<file path="config.mk">
export PLATFORM = sky130hd
export DESIGN_NAME = biphase_ir_edge_decoder_core
export DESIGN_NICKNAME = d
export VERILOG_FILES = /design/src/rtl/bped_pkg.sv /design/src/rtl/bped_gap_classifier.sv /design/src/rtl/bped_frame_state.sv /design/src/rtl/biphase_ir_edge_decoder_core.sv
export SDC_FILE = /design/constraint.sdc
export NUM_CORES = 1
export LEC_CHECK = 0
export ABC_AREA = 1
export BUFFER_PORTS_ARGS = -buffer_cell sky130_fd_sc_hd__buf_2
export CAP_MARGIN = 15
export CORE_ASPECT_RATIO = 1.2
export CORE_MARGIN = 2
export CORE_UTILIZATION = 45
export DETAILED_ROUTE_END_ITERATION = 7
export PLACE_DENSITY = 0.64
export SYNTH_ARGS = -nofsm -noshare
export SYNTH_HDL_FRONTEND = slang
export SYNTH_SLANG_ARGS = --single-unit
</file>
<file path="constraint.sdc">
create_clock -name clk -period 9.4 [get_ports clk]
set_clock_uncertainty 0.15 [all_clocks]
set_input_delay 1.88 -clock clk [delete_from_list [all_inputs] [get_ports clk]]
set_output_delay 1.88 -clock clk [all_outputs]
set_load 0.05 [all_outputs]
</file>
<file path="src/rtl/bped_pkg.sv">
// Shared types and constants for the bi-phase IR edge decoder.
// Used by every module of the decoder; depends on nothing.
package bped_pkg;

	localparam int TIME_W     = 16;
	localparam int HALF_W     = 14;
	localparam int STORE_W    = 15;
	localparam int COUNT_W    = 5;
	localparam int CMD_W      = 6;
	localparam int CFG_IDX_W  = 1;
	localparam int CFG_DATA_W = 16;

	localparam logic [HALF_W-1:0]  HALF_BIT_RESET = HALF_W'(347);
	localparam logic [TIME_W-1:0]  TIMEOUT_RESET  = TIME_W'(10500);
	localparam logic [COUNT_W-1:0] MIN_FRAME_BITS = COUNT_W'(14);
	localparam logic [COUNT_W-1:0] COUNT_MAX      = COUNT_W'(16);

	// configuration register indexes
	localparam logic [CFG_IDX_W-1:0] CFG_HALF_BIT = 1'b0;
	localparam logic [CFG_IDX_W-1:0] CFG_TIMEOUT  = 1'b1;

	// gap length classes, in half-bit times
	typedef logic [1:0] gap_class_t;
	localparam gap_class_t GAP_SHORT = 2'd0;
	localparam gap_class_t GAP_TWO   = 2'd1;
	localparam gap_class_t GAP_THREE = 2'd2;
	localparam gap_class_t GAP_FOUR  = 2'd3;

	typedef struct packed {
		logic               watch_rising;
		logic               frame_done;
		logic [STORE_W-1:0] frame_bits;
	} result_t;

endpackage

</file>
<file path="src/rtl/bped_gap_classifier.sv">
// Sorts one edge-to-edge gap into 2, 3 or 4+ half-bit times (or shorter).
// Depends on bped_pkg.
module bped_gap_classifier (
	input  logic [bped_pkg::TIME_W-1:0] gap,
	input  logic [bped_pkg::HALF_W-1:0] half_bit,
	output bped_pkg::gap_class_t        gap_class
);
	import bped_pkg::*;

	logic [TIME_W:0] h2;
	logic [TIME_W:0] h3;
	logic [TIME_W:0] h4;
	logic [TIME_W:0] gap_x;

	assign h2    = {2'b00, half_bit, 1'b0};
	assign h3    = h2 + {3'b000, half_bit};
	assign h4    = {1'b0, half_bit, 2'b00};
	assign gap_x = {1'b0, gap};

	// thresholds rise monotonically, so the first hit wins
	always_comb begin
		if (gap_x < h2) begin
			gap_class = GAP_SHORT;
		end else if (gap_x < h3) begin
			gap_class = GAP_TWO;
		end else if (gap_x < h4) begin
			gap_class = GAP_THREE;
		end else begin
			gap_class = GAP_FOUR;
		end
	end

endmodule

</file>
<file path="src/rtl/bped_frame_state.sv">
// Frame state of the decoder: timing, bit store, count and latched frame.
// Updates once per stepped item; depends on bped_pkg and bped_gap_classifier.
module bped_frame_state (
	input  logic                            clk,
	input  logic                            arst_n,
	input  logic                            step,
	input  logic [bped_pkg::TIME_W-1:0]     edge_time,
	input  logic [bped_pkg::HALF_W-1:0]     half_bit,
	input  logic [bped_pkg::TIME_W-1:0]     timeout,
	output bped_pkg::result_t               result
);
	import bped_pkg::*;

	logic [TIME_W-1:0]  frame_start_q;
	logic [TIME_W-1:0]  prev_edge_q;
	logic [COUNT_W-1:0] bit_count_q;
	logic               awaiting_q;
	logic               first_gap_q;
	logic [STORE_W-1:0] store_q;
	logic [STORE_W-1:0] latched_q;
	logic               rising_q;

	logic [TIME_W-1:0]  since;
	logic               timed_out;
	logic [TIME_W-1:0]  gap;
	gap_class_t         gap_class;
	logic [COUNT_W-1:0] n1;
	logic [COUNT_W-1:0] n2;
	logic               prev_bit;
	logic [STORE_W-1:0] store_g;
	logic [COUNT_W-1:0] count_g;

	logic [TIME_W-1:0]  frame_start_d;
	logic [TIME_W-1:0]  prev_edge_d;
	logic [COUNT_W-1:0] bit_count_d;
	logic               awaiting_d;
	logic               first_gap_d;
	logic [STORE_W-1:0] store_d;
	logic [STORE_W-1:0] latched_d;
	logic               rising_d;
	logic               done_d;

	function automatic logic [COUNT_W-1:0] sat_inc(input logic [COUNT_W-1:0] c);
		return (c < COUNT_MAX) ? c + COUNT_W'(1) : c;
	endfunction

	function automatic logic get_bit(input logic [STORE_W-1:0] s,
					 input logic [COUNT_W-1:0] i);
		return (i < COUNT_W'(STORE_W)) ? s[i[COUNT_W-2:0]] : 1'b0;
	endfunction

	// drop writes past the end of the store
	function automatic logic [STORE_W-1:0] set_bit(input logic [STORE_W-1:0] s,
						       input logic [COUNT_W-1:0] i,
						       input logic v);
		logic [STORE_W-1:0] r;
		r = s;
		if (i < COUNT_W'(STORE_W)) begin
			r[i[COUNT_W-2:0]] = v;
		end
		return r;
	endfunction

	assign since     = edge_time - frame_start_q;
	assign timed_out = since > timeout;
	// the first gap of a frame is measured from the start edge, half a bit late
	assign gap = edge_time - prev_edge_q +
		     ((first_gap_q && !timed_out) ? {2'b00, half_bit} : TIME_W'(0));

	bped_gap_classifier u_class (
		.gap       (gap),
		.half_bit  (half_bit),
		.gap_class (gap_class)
	);

	assign n1       = sat_inc(bit_count_q);
	assign n2       = sat_inc(n1);
	assign prev_bit = get_bit(store_q, n1 - COUNT_W'(1));

	always_comb begin
		store_g = store_q;
		count_g = n1;
		case (gap_class)
			GAP_TWO: begin
				store_g = set_bit(store_q, n1, prev_bit);
			end
			GAP_THREE: begin
				if (prev_bit) begin
					store_g = set_bit(set_bit(store_q, n1, 1'b1), n2, 1'b0);
					count_g = n2;
				end else begin
					store_g = set_bit(store_q, n1, 1'b1);
				end
			end
			GAP_FOUR: begin
				store_g = set_bit(set_bit(store_q, n1, 1'b1), n2, 1'b0);
				count_g = n2;
			end
			default: begin
				store_g = store_q;
			end
		endcase
	end

	always_comb begin
		frame_start_d = frame_start_q;
		prev_edge_d   = edge_time;
		bit_count_d   = count_g;
		awaiting_d    = awaiting_q;
		first_gap_d   = first_gap_q;
		store_d       = store_g;
		latched_d     = latched_q;
		rising_d      = rising_q;
		done_d        = 1'b0;
		if (awaiting_q) begin
			frame_start_d = edge_time;
			rising_d      = 1'b1;
			awaiting_d    = 1'b0;
			first_gap_d   = 1'b1;
			store_d       = {store_q[STORE_W-1:1], 1'b1};
			bit_count_d   = '0;
		end else if (timed_out) begin
			rising_d   = 1'b0;
			awaiting_d = 1'b1;
			// short frames keep store and count until the next start
			if (count_g >= MIN_FRAME_BITS) begin
				latched_d   = store_g;
				store_d     = '0;
				bit_count_d = '0;
				done_d      = 1'b1;
			end
		end else begin
			first_gap_d = 1'b0;
		end
	end

	always_ff @(posedge clk or negedge arst_n) begin
		if (!arst_n) begin
			frame_start_q <= TIME_W'(1);
			prev_edge_q   <= TIME_W'(1);
			bit_count_q   <= COUNT_W'(1);
			awaiting_q    <= 1'b1;
			first_gap_q   <= 1'b1;
			store_q       <= '0;
			latched_q     <= '0;
			rising_q      <= 1'b0;
		end else if (step) begin
			frame_start_q <= frame_start_d;
			prev_edge_q   <= prev_edge_d;
			bit_count_q   <= bit_count_d;
			awaiting_q    <= awaiting_d;
			first_gap_q   <= first_gap_d;
			store_q       <= store_d;
			latched_q     <= latched_d;
			rising_q      <= rising_d;
		end
	end

	assign result.watch_rising = rising_d;
	assign result.frame_done   = done_d;
	assign result.frame_bits   = latched_d;

endmodule

</file>
<file path="src/rtl/biphase_ir_edge_decoder_core.sv">
// Top level of the bi-phase IR edge decoder: channel registers and config.
// Depends on bped_pkg and bped_frame_state.
//
//  channel | handshake            | payload
//  --------+----------------------+------------------------------------------
//  in      | in_valid / in_ready  | edge_time
//  out     | out_valid / out_ready| watch_rising frame_done command toggle
//          |                      | frame_bits
//  cfg     | cfg_valid / cfg_ready| cfg_index cfg_data (always ready)
//
// An accepted item is held in the input register and is then decoded into the result
// register by the frame state update; one item per cycle is sustained while the output
// does not stall.
// Reset clears both pipeline valids and puts the frame state in its start state;
// no clearing pass is needed.
// A stalled result holds in place; the input register still takes an item while
// it is empty or draining, so the input stalls only when both stages are full.
module biphase_ir_edge_decoder_core (
	input  logic                              clk,
	input  logic                              arst_n,
	input  logic                              in_valid,
	output logic                              in_ready,
	input  logic [bped_pkg::TIME_W-1:0]       edge_time,
	output logic                              out_valid,
	input  logic                              out_ready,
	output logic                              watch_rising,
	output logic                              frame_done,
	output logic [bped_pkg::CMD_W-1:0]        command,
	output logic                              toggle,
	output logic [bped_pkg::STORE_W-1:0]      frame_bits,
	input  logic                              cfg_valid,
	output logic                              cfg_ready,
	input  logic [bped_pkg::CFG_IDX_W-1:0]    cfg_index,
	input  logic [bped_pkg::CFG_DATA_W-1:0]   cfg_data
);
	import bped_pkg::*;

	logic [HALF_W-1:0] half_bit_q;
	logic [TIME_W-1:0] timeout_q;
	logic              valid_s1;
	logic [TIME_W-1:0] edge_time_s1;
	logic              valid_s2;
	result_t           res_s2;
	result_t           res_next;
	logic              advance;

	assign cfg_ready = 1'b1;

	always_ff @(posedge clk or negedge arst_n) begin
		if (!arst_n) begin
			half_bit_q <= HALF_BIT_RESET;
			timeout_q  <= TIMEOUT_RESET;
		end else if (cfg_valid) begin
			case (cfg_index)
				CFG_HALF_BIT: half_bit_q <= cfg_data[HALF_W-1:0];
				CFG_TIMEOUT:  timeout_q  <= cfg_data[TIME_W-1:0];
				default:      half_bit_q <= half_bit_q;
			endcase
		end
	end

	// move the held item into the result register when it is empty or draining
	assign advance  = valid_s1 && (!valid_s2 || out_ready);
	assign in_ready = !valid_s1 || advance;

	always_ff @(posedge clk or negedge arst_n) begin
		if (!arst_n) begin
			valid_s1 <= 1'b0;
		end else if (in_ready) begin
			valid_s1 <= in_valid;
		end
	end

	always_ff @(posedge clk) begin
		if (in_ready && in_valid) begin
			edge_time_s1 <= edge_time;
		end
	end

	bped_frame_state u_state (
		.clk       (clk),
		.arst_n    (arst_n),
		.step      (advance),
		.edge_time (edge_time_s1),
		.half_bit  (half_bit_q),
		.timeout   (timeout_q),
		.result    (res_next)
	);

	always_ff @(posedge clk or negedge arst_n) begin
		if (!arst_n) begin
			valid_s2 <= 1'b0;
		end else if (advance) begin
			valid_s2 <= 1'b1;
		end else if (out_ready) begin
			valid_s2 <= 1'b0;
		end
	end

	always_ff @(posedge clk) begin
		if (advance) begin
			res_s2 <= res_next;
		end
	end

	assign out_valid    = valid_s2;
	assign watch_rising = res_s2.watch_rising;
	assign frame_done   = res_s2.frame_done;
	assign frame_bits   = res_s2.frame_bits;
	assign toggle       = res_s2.frame_bits[3];
	// bit 9 of the frame is the command's most significant bit
	assign command = {res_s2.frame_bits[9], res_s2.frame_bits[10], res_s2.frame_bits[11],
			  res_s2.frame_bits[12], res_s2.frame_bits[13], res_s2.frame_bits[14]};

endmodule

</file>
==> impl_metrics.tcl <==
set metrics [dict create \
    cts_setup_buffers 0 \
    avgSynthCellArea_um2 7.62 \
    synth_seq_cells 135 \
    hold_viol_final 0 \
    endpoint_kind "register" \
    cts_buffers 17 \
    worstHoldPathCells 2 \
    root_buffer "clkbuf_16" \
    synth_top_family_by_area "simple AND/OR/NAND/NOR gates" \
    cts_tree "yes" \
    fmax_mhz 119 \
    grt_pass1_wl_um 41000 \
    port_buffers 63 \
    synthMuxAreaShare 0 \
    slew_violations 0 \
    drt-vias-per-instance 5.12 \
    cts-resized-gates 0 \
    wirelength_um 25000 \
    syn_to_final_growth_pct 11.5 \
    first_pass_iters 5 \
    min_path_type "reg2reg" \
    grtUsageMet2 0.391 \
    clkSlewWorstSetupHoldPaths_ns 0.07 \
    drc 0 \
    die_h_um 170 \
    die_w_um 142 \
    r2r_cells 55 \
    track_usage 0.214 \
    synth_cell_types 45 \
    routedWlPerCell_um 14.6 \
    num_antenna_cells 0 \
    fillers 2151 \
    initial_core_util 0.459 \
    critPathKind "reg2reg" \
    syn-cell-area_um2 10300 \
    met1_usage 0.255 \
    slew_headroom 0.346 \
    grt_pass1_vias 8597 \
    synth-warning-count 0 \
    synth-simple-area-share 0.239 \
    finalSetupViolCount 0 \
    syn_nets 1522 \
    cp_slowest_cell "fa_1" \
    required_ns 9.44 \
    die_area_um2 24200 \
    synth_edf_count 33 \
    core_area_um2 22500 \
    grt-busiest-layer "met2" \
    post-dp-hpwl_um 19600 \
    rsz0062_at_grt "no" \
    cpLargestDelayFamily "simple AND/OR/NAND/NOR gates" \
    vias 8728 \
    worst-path-stages 55 \
    synth_largest_area_cell "dfrtp_1" \
    gp_congestion 0.912 \
    grt_use_met3 0.0340 \
    drive_gt1_frac 0.111 \
    synth.area.top_cells "dfrtp_1 (21%), ha_1 (13%), nand2_1 (12%)" \
    crit_arrival_ns 8.44 \
    setup-tns-final_ns 0 \
    status "finished, final reports clean" \
    critical_path.most_common_cell "nand2_1" \
    yosysTopAreaCellShare 0.210 \
    ios 65 \
    synthArstFlopShare 0.756 \
    overflow 0 \
    clockBufferDepth 2 \
    synthAdderAreaFrac 0.164 \
    crit_buf_inv 7 \
    critPathMaxFanout 14 \
    synthXorXnorAreaFrac 0.0322 \
    drtAntennaViolNets 0 \
    timing.final.crit_share 0.893 \
    rows 60 \
    ys_seq_area_frac 0.344 \
    fin_nets 1578 \
    insertion_delay_ns 0.43 \
    max_cap_viol_count 0 \
    ctsHoldBuffers 0 \
    critPathLaunchType "register" \
    cts_sinks 135 \
    grt_max_degree 59 \
    min_period_ns 8.40 \
    synthFlopType "dfrtp_1" \
    cp_slowest_stage_delay_ns 0.48 \
    antenna_found_initial 0 \
    htreeDepth 4 \
    synth_compound_area_frac 0.118 \
    synth_most_common_cell "nand2_1" \
    synthTopCellsByCount "nand2_1 (328), inv_1 (226), ha_1 (110)" \
    drt_iter0_drc 485 \
    tightestPinTransition_ns 0.978 \
    postSynthCellCount 1358 \
]
[layout make-up]
class                           count  area [µm²]  area share
Clock inverter                     14         163      0.0141
Clock buffer                       18         429      0.0372
Tap cell                          279         349      0.0302
Inverter                          233         875      0.0758
Timing Repair Buffer               72         385      0.0334
Sequential cell                   135        3560       0.309
Multi-Input combinational cell    955        5780       0.501
[kinds of logic after synthesis]
logic type / Yosys count
AOI/OAI and AO/OA: 222
xor gates and xnor gates: 38
adders and majority gates: 126
buffers and inverters: 268
DFF: 135
other: 1
and+or+nand+nor: 568
[tightest hold or removal path: stages, from the launching register on]
cell     delay [ns]
dfstp_2        0.37
o21ai_0        0.06
nand2_1        0.05
[registers in the layout, indices dropped and copies added (netlist names)]
register	flops
u_state.rising_q	1
u_state.first_gap_q	1
u_state.frame_start_q	16
frame_bits	15
u_state.awaiting_q	1
edge_time_s1	16
half_bit_q	14
u_state.prev_edge_q	16
out_valid	1
u_state.store_q	15
u_state.latched_q	15
timeout_q	16
watch_rising	1
frame_done	1
valid_s1	1
u_state.bit_count_q	5
[stage by stage]
step	worst slack [ns]	hold slack [ns]	util	instance area [µm²]	std cells
2_1_floorplan	1.32	0.299	-	10300	1358
3_3_place_gp	0.699	0.312	0.484	10900	1674
3_5_place_dp	0.522	0.315	0.484	10900	1674
4_1_cts	0.471	0.327	0.510	11500	1706
5_1_grt	0.0172	0.346	0.513	11500	1706
6_report	1.00	0.327	0.513	11500	1706
[final timing paths]
| path | start | endpoint | slack, ns |
|---|---|---|---|
| min in group asynchronous | arst_n | u_state.bit_count_q[2] | 1.29 |
| setup reg to reg | edge_time_s1[0] | frame_bits[8] | 1.00 |
| max in group asynchronous | arst_n | u_state.prev_edge_q[15] | 6.60 |
| hold reg to reg | u_state.first_gap_q | u_state.first_gap_q | 0.33 |
| hold / removal | u_state.first_gap_q | u_state.first_gap_q | 0.33 |
| setup / recovery | edge_time_s1[0] | frame_bits[8] | 1.00 |
[layout by cell type, fill, tap and decap left out, types with 2 or more instances in the layout]
master      instances
nand2_1           327
inv_1             226
ha_1              110
o21ai_0           106
nand3_1            89
dfrtp_1            87
a21oi_1            66
buf_2              62
nor2_1             58
nor3_1             37
edfxtp_1           33
xor2_1             26
clkbuf_16          17
and2_1             16
fa_1               16
nand2_2            15
dfstp_2            15
o21bai_1           13
o21ai_1            13
xnor2_1            12
buf_4              10
nand4_1             8
inv_2               7
inv_6               7
nand2_4             6
a21o_1              5
o211ai_1            4
clkinv_4            3
o221ai_1            2
o31ai_1             2
a211oi_1            2
nor2_4              2
o21a_1              2
nor2_2              2
nand2_8             2
bufinv_16           2
clkinvlp_4          2
[routing by layer]
layer / part of all wire / up-vias
met5: 0 / -
met4: 0.025 / 0
met3: 0.029 / 42
met2: 0.52 / 185
met1: 0.43 / 4002
li1: - / 4499
Power is not shown: default switching activity piles up to over one toggle a cycle in this logic, so the estimate is an artifact.
